`src/rtl/rsi_fifo.sv`:
```
`timescale 1ns / 1ps
// ----------------------------------------------------------------------------
// rsi_fifo
// Small register queue with first-word fall-through read.
// ----------------------------------------------------------------------------
module rsi_fifo #(
  parameter int W     = 8,
  parameter int DEPTH = 4
) (
  input  logic         clk,
  input  logic         rst,
  input  logic         push,
  input  logic [W-1:0] wdata,
  input  logic         pop,
  output logic [W-1:0] rdata,
  output logic         full,
  output logic         empty
);

  localparam int AW = (DEPTH > 1) ? $clog2(DEPTH) : 1;
  localparam int CNTW = $clog2(DEPTH + 1);

  logic [W-1:0]    mem [DEPTH];
  logic [AW-1:0]   wr_ptr;
  logic [AW-1:0]   rd_ptr;
  logic [CNTW-1:0] count;
  logic            do_push;
  logic            do_pop;

  assign do_push = push && !full;
  assign do_pop  = pop && !empty;
  assign full    = (count == CNTW'(DEPTH));
  assign empty   = (count == '0);
  assign rdata   = mem[rd_ptr];

  always_ff @(posedge clk) begin
    if (do_push) begin
      mem[wr_ptr] <= wdata;
    end
  end

  always_ff @(posedge clk) begin
    if (rst) begin
      wr_ptr <= '0;
      rd_ptr <= '0;
      count  <= '0;
    end else begin
      if (do_push) begin
        wr_ptr <= (wr_ptr == AW'(DEPTH - 1)) ? '0 : wr_ptr + 1'b1;
      end
      if (do_pop) begin
        rd_ptr <= (rd_ptr == AW'(DEPTH - 1)) ? '0 : rd_ptr + 1'b1;
      end
      if (do_push && !do_pop) begin
        count <= count + 1'b1;
      end else if (do_pop && !do_push) begin
        count <= count - 1'b1;
      end
    end
  end

endmodule

```
`config.mk`:
```
export PLATFORM = sky130hd
export DESIGN_NAME = rsi_fifo
export DESIGN_NICKNAME = d
export VERILOG_FILES = /design/src/rtl/rsi_fifo.sv
export SDC_FILE = /design/constraint.sdc
export NUM_CORES = 1
export LEC_CHECK = 0
export ABC_AREA = 1
export CORE_MARGIN = 5
export CORE_UTILIZATION = 35
export DETAILED_ROUTE_END_ITERATION = 8
export DONT_BUFFER_PORTS = 1
export SLEW_MARGIN = 20
export SYNTH_ARGS = -nofsm -noshare
export SYNTH_HDL_FRONTEND = slang
export SYNTH_SLANG_ARGS = --single-unit
```
`constraint.sdc`:
```
create_clock -name clk -period 1.75 [get_ports clk]
set_input_delay 0 -clock clk [delete_from_list [all_inputs] [get_ports clk]]
set_output_delay 0 -clock clk [all_outputs]
set_load 0.02 [all_outputs]
```
==> summary.md, run 1 <==
| Metric | Value |
|---|---|
| Outcome | `completed` |
| Largest net degree at the start of global routing | `17` |
| Clk sinks | `41` |
| DR vias | `1126` |
| Slew at the pin closest to its max-slew limit | `0.543 ns` |
| 1st-pass router iterations | `4` |
| Final hold violation count | `0` |
| DR DRC count | `0` |
| Clock skew | `0.00257 ns` |
| Vias in the first global route | `1200` |
| Post-DP Area | `1830 um2` |
| Synth Register Bits | `41` |
| Final WS setup | `0.0540 ns` |
| Number of port buffers | `0` |
| Die Y | `79.6 um` |
| Origin of the worst setup path | `count[1]` |
| R2R Setup Slk | `0.05 ns` |
| Synth unique cells | `19` |
| Crit path largest cell delay | `0.37 ns` |
| Worst path arrival time | `1.88 ns` |
| CP max FO | `3` |
| Syn Nets | `166` |
| Crit end category | `flop` |
| Final #Nets | `193` |
| Final Slew Violations | `0` |
| Clock slew at reported path FFs | `0.07 ns` |
| Min-delay worst type | `input port to flop` |
| CP Cell Sequence | `nor2_4 -> nand2_2 -> nand2_2 -> ha_2 -> inv_1 -> fa_2 -> inv_1 -> nand2_1 -> nand3_1 -> nand2_1 -> inv_1 -> nor2_1` |
| Row count | `25` |
| Slowest cell on the critical path | `dfxtp_4` |
| RR Startpoint | `count[1]` |
| Setup CP Type | `flop to flop` |
| Final worst path period share | `96.9%` |
| Mapped Area | `1700 um2` |
| Core ar. | `4720 um2` |
| Root Driver | `clkbuf_8` |
| WP data required | `1.94 ns` |
| Total global-route track usage | `11.3%` |
| Design Area, Final | `2050 um2` |
| Gpl congestion | `0.757` |
| Placed insts | `222` |
| Via density | `4.65` |
| CTS tree | `yes` |
| Maximum buffer depth of the clock tree | `2` |
| Final setup violation count | `0` |
| Final worst path period need | `1.70 ns` |
| CTS H-tree lvls | `2` |
| Ys Warns | `0` |
| Highest Clock Rate | `590 MHz` |
| Ant. Diodes | `0` |
| Starting Density | `35.9%` |
| Initial DRC count | `59` |
| Most frequent cells in the layout | `nor2_1 (32), edfxtp_1 (32), inv_1 (17)` |
| Worst slack, placed | `-0.0532 ns` |
| Synth Area per Inst | `11.5 um2` |
| Area growth from synthesis to layout | `21.1%` |
| Pwr Total | `2.95 mW` |
| LEAKAGE | `0.789 nW` |
| Seq/Total Area, Yosys | `67.3%` |
| Die X | `79.6 um` |
| Power per Cell Area | `1440 nW/um2` |
| Worst skew pair latency | `0.28 ns` |
| Initial antenna violation count | `0` |
| Critical path launch point type | `flop` |
| # Max-Cap Violations | `0` |
| Worst path most repeated cell | `inv_1` |
| Maximum vdd drop | `0.724 mV` |
| Total wire length | `3290 um` |
| First-pass GRT wire length | `5310 um` |
| Num ports | `22` |
| Hold Crit Start | `push` |
| Total CTS buffers | `5` |
| DP HPWL | `2280 um` |
| Relative slew margins | `64.4%` |
| Total die area | `6340 um2` |
| Cell Count, Final, Fillers Out | `242` |
| Detail Route Antenna Nets | `0` |
| Layout cell share with drive strength beyond 1 | `16.0%` |
| Per-cell routed wire length | `13.6 um` |
| Syn Inst Count | `147` |
| Finished Core Util | `43.5%` |
| GRT overflow | `0` |
-- synthesized netlist by cell type --
library cell	count	area (um2)
a21oi_1	2	10.0
buf_6	2	22.5
dfxtp_1	9	180
edfxtp_1	32	961
fa_1	1	20.0
ha_1	6	75.1
inv_1	17	63.8
inv_2	1	3.75
nand2_1	13	48.8
nand2_2	1	6.26
nand3_1	1	5.00
nand3b_1	2	15.0
nand4_1	1	6.26
nor2_1	33	124
o21ai_0	13	65.1
o21ai_1	1	5.00
o21ai_2	3	26.3
o22ai_1	8	50.1
xor2_1	1	8.76
-- what timing repair did --
| action | 4_1_cts | 5_1_grt |
|---|---|---|
| buffers inserted | 0 | 1 |
| pin swaps | 0 | 0 |
| hold buffers | 11 | 0 |
| cloned | 0 | 0 |
| gates resized for setup | 3 | 7 |
| setup endpoints to repair | 2 | 2 |
| endpoints found under the hold margin | 41 | 0 |
-- worst paths after layout --
kind / endpoint / depth (start not counted)
min: wr_ptr[0] / 4
min reg2reg: rd_ptr[1] / 2
max: count[2] / 12
max reg2reg: count[2] / 12
-- cell families (layout without fill, tap and decap cells) --
group	count (synthesis)	count (layout)	share of synthesized area (%)
adders and majority gates	7	7	5.60
xor gates and xnor gates	1	1	0.516
DFF	41	41	67.3
buffers and inverters	20	48	5.31
AOI/OAI and AO/OA	27	27	9.22
and+or+nand+nor	51	51	12.1
-- per-stage QoR --
stage	hold WS (ns)	TNS [ns]
after floorplan	0.0724	0
after detailed placement	0.0756	-0.0532
after CTS	0.0484	0
after global placement	0.0761	0
after global routing	0.0732	-0.0364
final	0.0568	0
-- critical path, delay by kind of cell, from the launching register on --
kind | cells | cell delay, ns
DFF | 1 | 0.37
adders and majority gates | 2 | 0.52
buffers and inverters | 3 | 0.19
and+or+nand+nor | 7 | 0.52
-- cell type report --
type,instances,area [um2]
tap,67,83.8
clock buffer,8,80.1
timing repair buffer,22,193
inverter,18,67.6
fill,442,2670
sequential,41,1140
multi-input combinational,86,485
-- sequential cells by signal, summed over array words and instances (netlist names), named ones only --
name and count:
rd_ptr 2, count 3, mem 32, wr_ptr 2
-- where the power goes --
part / internal [mW] / total [mW] / switching (mW) / leakage, nW
clock network: 0.283 / 0.564 / 0.281 / 0.0395
registers: 1.21 / 1.32 / 0.109 / 0.368
logic: 0.370 / 1.07 / 0.696 / 0.381
-- metal layers --
metal	up-vias	global-route usage (%)	wire length (um)
met3	10	3.39	213
met1	522	12.3	1300
met4	0	6.19	64
li1	555	-	-
met2	39	19.4	1710
met5	-	0	0
(Power assumes the default switching activity.)
==> inputs of run 2 (changes only) <==
--- a/config.mk
+++ b/config.mk
@@ -6,10 +6,13 @@
 export NUM_CORES = 1
 export LEC_CHECK = 0
 export ABC_AREA = 1
+export CELL_PAD_IN_SITES_DETAIL_PLACEMENT = 0
+export CELL_PAD_IN_SITES_GLOBAL_PLACEMENT = 1
 export CORE_MARGIN = 5
 export CORE_UTILIZATION = 35
 export DETAILED_ROUTE_END_ITERATION = 8
 export DONT_BUFFER_PORTS = 1
+export PLACE_DENSITY_LB_ADDON = 0.1
 export SLEW_MARGIN = 20
 export SYNTH_ARGS = -nofsm -noshare
 export SYNTH_HDL_FRONTEND = slang
==> run 2 against run 1 <==
  * Register-to-register slack better by 0.07 ns
  * Sequential share of layout area down 1.3 points
  * Setup slack gained 0.068 ns
  * Critical path depth decreased by 4
  * Combinational power up 6%
  * First-iteration DRC count decreased by 56%
  * Global-route usage is 0.27 points lower
  * Critical path type unchanged
  * Clock skew barely moved
==> summary.md, run 2 (synthesis gave the netlist of run 1 again) <==
| Metric | Value |
|---|---|
| Outcome | `completed` |
| Final worst path period share | `93.0%` |
| GRT overflow | `0` |
| Per-cell routed wire length | `13.0 um` |
| Slowest cell on the critical path | `fa_2` |
| Crit end category | `flop` |
| Power per Cell Area | `1430 nW/um2` |
| Relative slew margins | `65.7%` |
| Critical path launch point type | `flop` |
| Total CTS buffers | `5` |
| Crit path largest cell delay | `0.41 ns` |
| Total die area | `6340 um2` |
| Number of port buffers | `0` |
| Finished Core Util | `44.6%` |
| RR Startpoint | `count[2]` |
| Num ports | `22` |
| Worst path arrival time | `1.80 ns` |
| CTS H-tree lvls | `2` |
| Core ar. | `4720 um2` |
| Via density | `4.47` |
| Vias in the first global route | `1094` |
| Final worst path period need | `1.63 ns` |
| # fillers | `460` |
| Starting Density | `35.9%` |
| Worst slack, placed | `0.0301 ns` |
| Largest registers | `mem (32), count (3)` |
| Ant. Diodes | `0` |
| Worst skew pair latency | `0.28 ns` |
| DR vias | `1099` |
| Largest net degree at the start of global routing | `17` |
| Initial antenna violation count | `0` |
| Maximum vdd drop | `0.654 mV` |
| First-pass GRT wire length | `5180 um` |
| Unrepaired setup endpoints after global routing | `no` |
| Final Slew Violations | `0` |
| Area growth from synthesis to layout | `24.1%` |
| Detail Route Antenna Nets | `0` |
| 1st-pass router iterations | `4` |
| Initial DRC count | `26` |
| Die X | `79.6 um` |
| R2R Setup Slk | `0.12 ns` |
| CTS tree | `yes` |
| CP top delay family | `adder cells` |
| Clock skew | `0.00284 ns` |
| Clock slew at reported path FFs | `0.07 ns` |
| CP max FO | `3` |
| Highest Clock Rate | `614 MHz` |
| Pwr Total | `3.02 mW` |
| # Max-Cap Violations | `0` |
| Final setup violation count | `0` |
| Clk sinks | `41` |
| LEAKAGE | `0.814 nW` |
| Final WS setup | `0.122 ns` |
| WHS | `0.0705 ns` |
| CP Cell Sequence | `inv_1 -> nand2_2 -> nand2_4 -> ha_4 -> inv_2 -> fa_2 -> o21ai_0 -> nor2_1` |
| WP data required | `1.92 ns` |
| FF-to-FF path depth | `8` |
| Setup CP Type | `flop to flop` |
| Buffers and inverters on the worst path | `2` |
| Gpl congestion | `0.826` |
| DP HPWL | `2130 um` |
| Root Driver | `clkbuf_8` |
| Slew at the pin closest to its max-slew limit | `0.522 ns` |
| Flip-flop count of the largest register after layout | `32` |
| Die Y | `79.6 um` |
| Hold path endpoint | `wr_ptr[0]` |
| Most frequent cells in the layout | `nor2_1 (32), edfxtp_1 (32), buf_4 (15)` |
| DR DRC count | `0` |
| Total wire length | `3210 um` |
| Row count | `25` |
| Worst R2R End | `count[1]` |
| Reg with most FFs | `mem` |
| WHS Path Cells | `4` |
| Total global-route track usage | `11.0%` |
| Final hold violation count | `0` |
| Maximum buffer depth of the clock tree | `2` |
| Hold Crit Start | `push` |
| Min-delay worst type | `input port to flop` |
| Layout cell share with drive strength beyond 1 | `21.2%` |
| Setup TNS | `0 ns` |
| Final #Nets | `197` |
[run 2: per-stage QoR]
step           std cells  instance area [um2]
6_report             246                 2110
5_1_grt              246                 2110
4_1_cts              242                 2030
3_5_place_dp         223                 1840
3_3_place_gp         223                 1840
2_1_floorplan        147                 1700
[run 2: layout make-up]
cell class              count  area (um2)  share of cell area (%)
clock buffers               8        80.1                    3.80
inverters                  18        67.6                    3.21
multi-input cells          86         505                    24.0
flip-flops and latches     41        1150                    54.4
well taps                  67        83.8                    3.98
repair buffers             26         223                    10.6
[run 2: tightest hold or removal path, cell delays in order]
cell,delay (ns)
nand2_2,0.06
buf_4,0.13
nor2_1,0.04
nor2_1,0.08
[run 2: worst max path at each step]
stage,slack (ns),end,startpoint,depth (start not counted)
after floorplan,0.06,count[1],count[1],9
after global placement,0.04,count[1],count[1],9
after detailed placement,0.03,count[1],count[1],9
after CTS,0.03,count[1],count[1],9
final,0.12,count[1],count[2],8
after global routing,0.004,count[2],count[0],12
[run 2: what timing repair did]
| item | in CTS | in global routing |
|---|---|---|
| setup endpoints to repair | 0 | 2 |
| hold endpoints to repair | 41 | 0 |
| resized for setup | 0 | 17 |
| buffers inserted | 0 | 4 |
| hold buffers | 11 | 0 |
[run 2: per-layer routing]
layer	GRT usage, %	vias up	wire length (um)
met5	0	-	0
met4	3.61	0	15
met1	12.9	518	1330
li1	-	559	-
met2	18.7	20	1710
met3	3.84	2	153
[run 2: power by group]
group	total, mW	switching (mW)	internal [mW]
combinational	1.13	0.700	0.432
clock	0.569	0.286	0.283
sequential	1.32	0.106	1.21
total	3.02	1.09	1.93
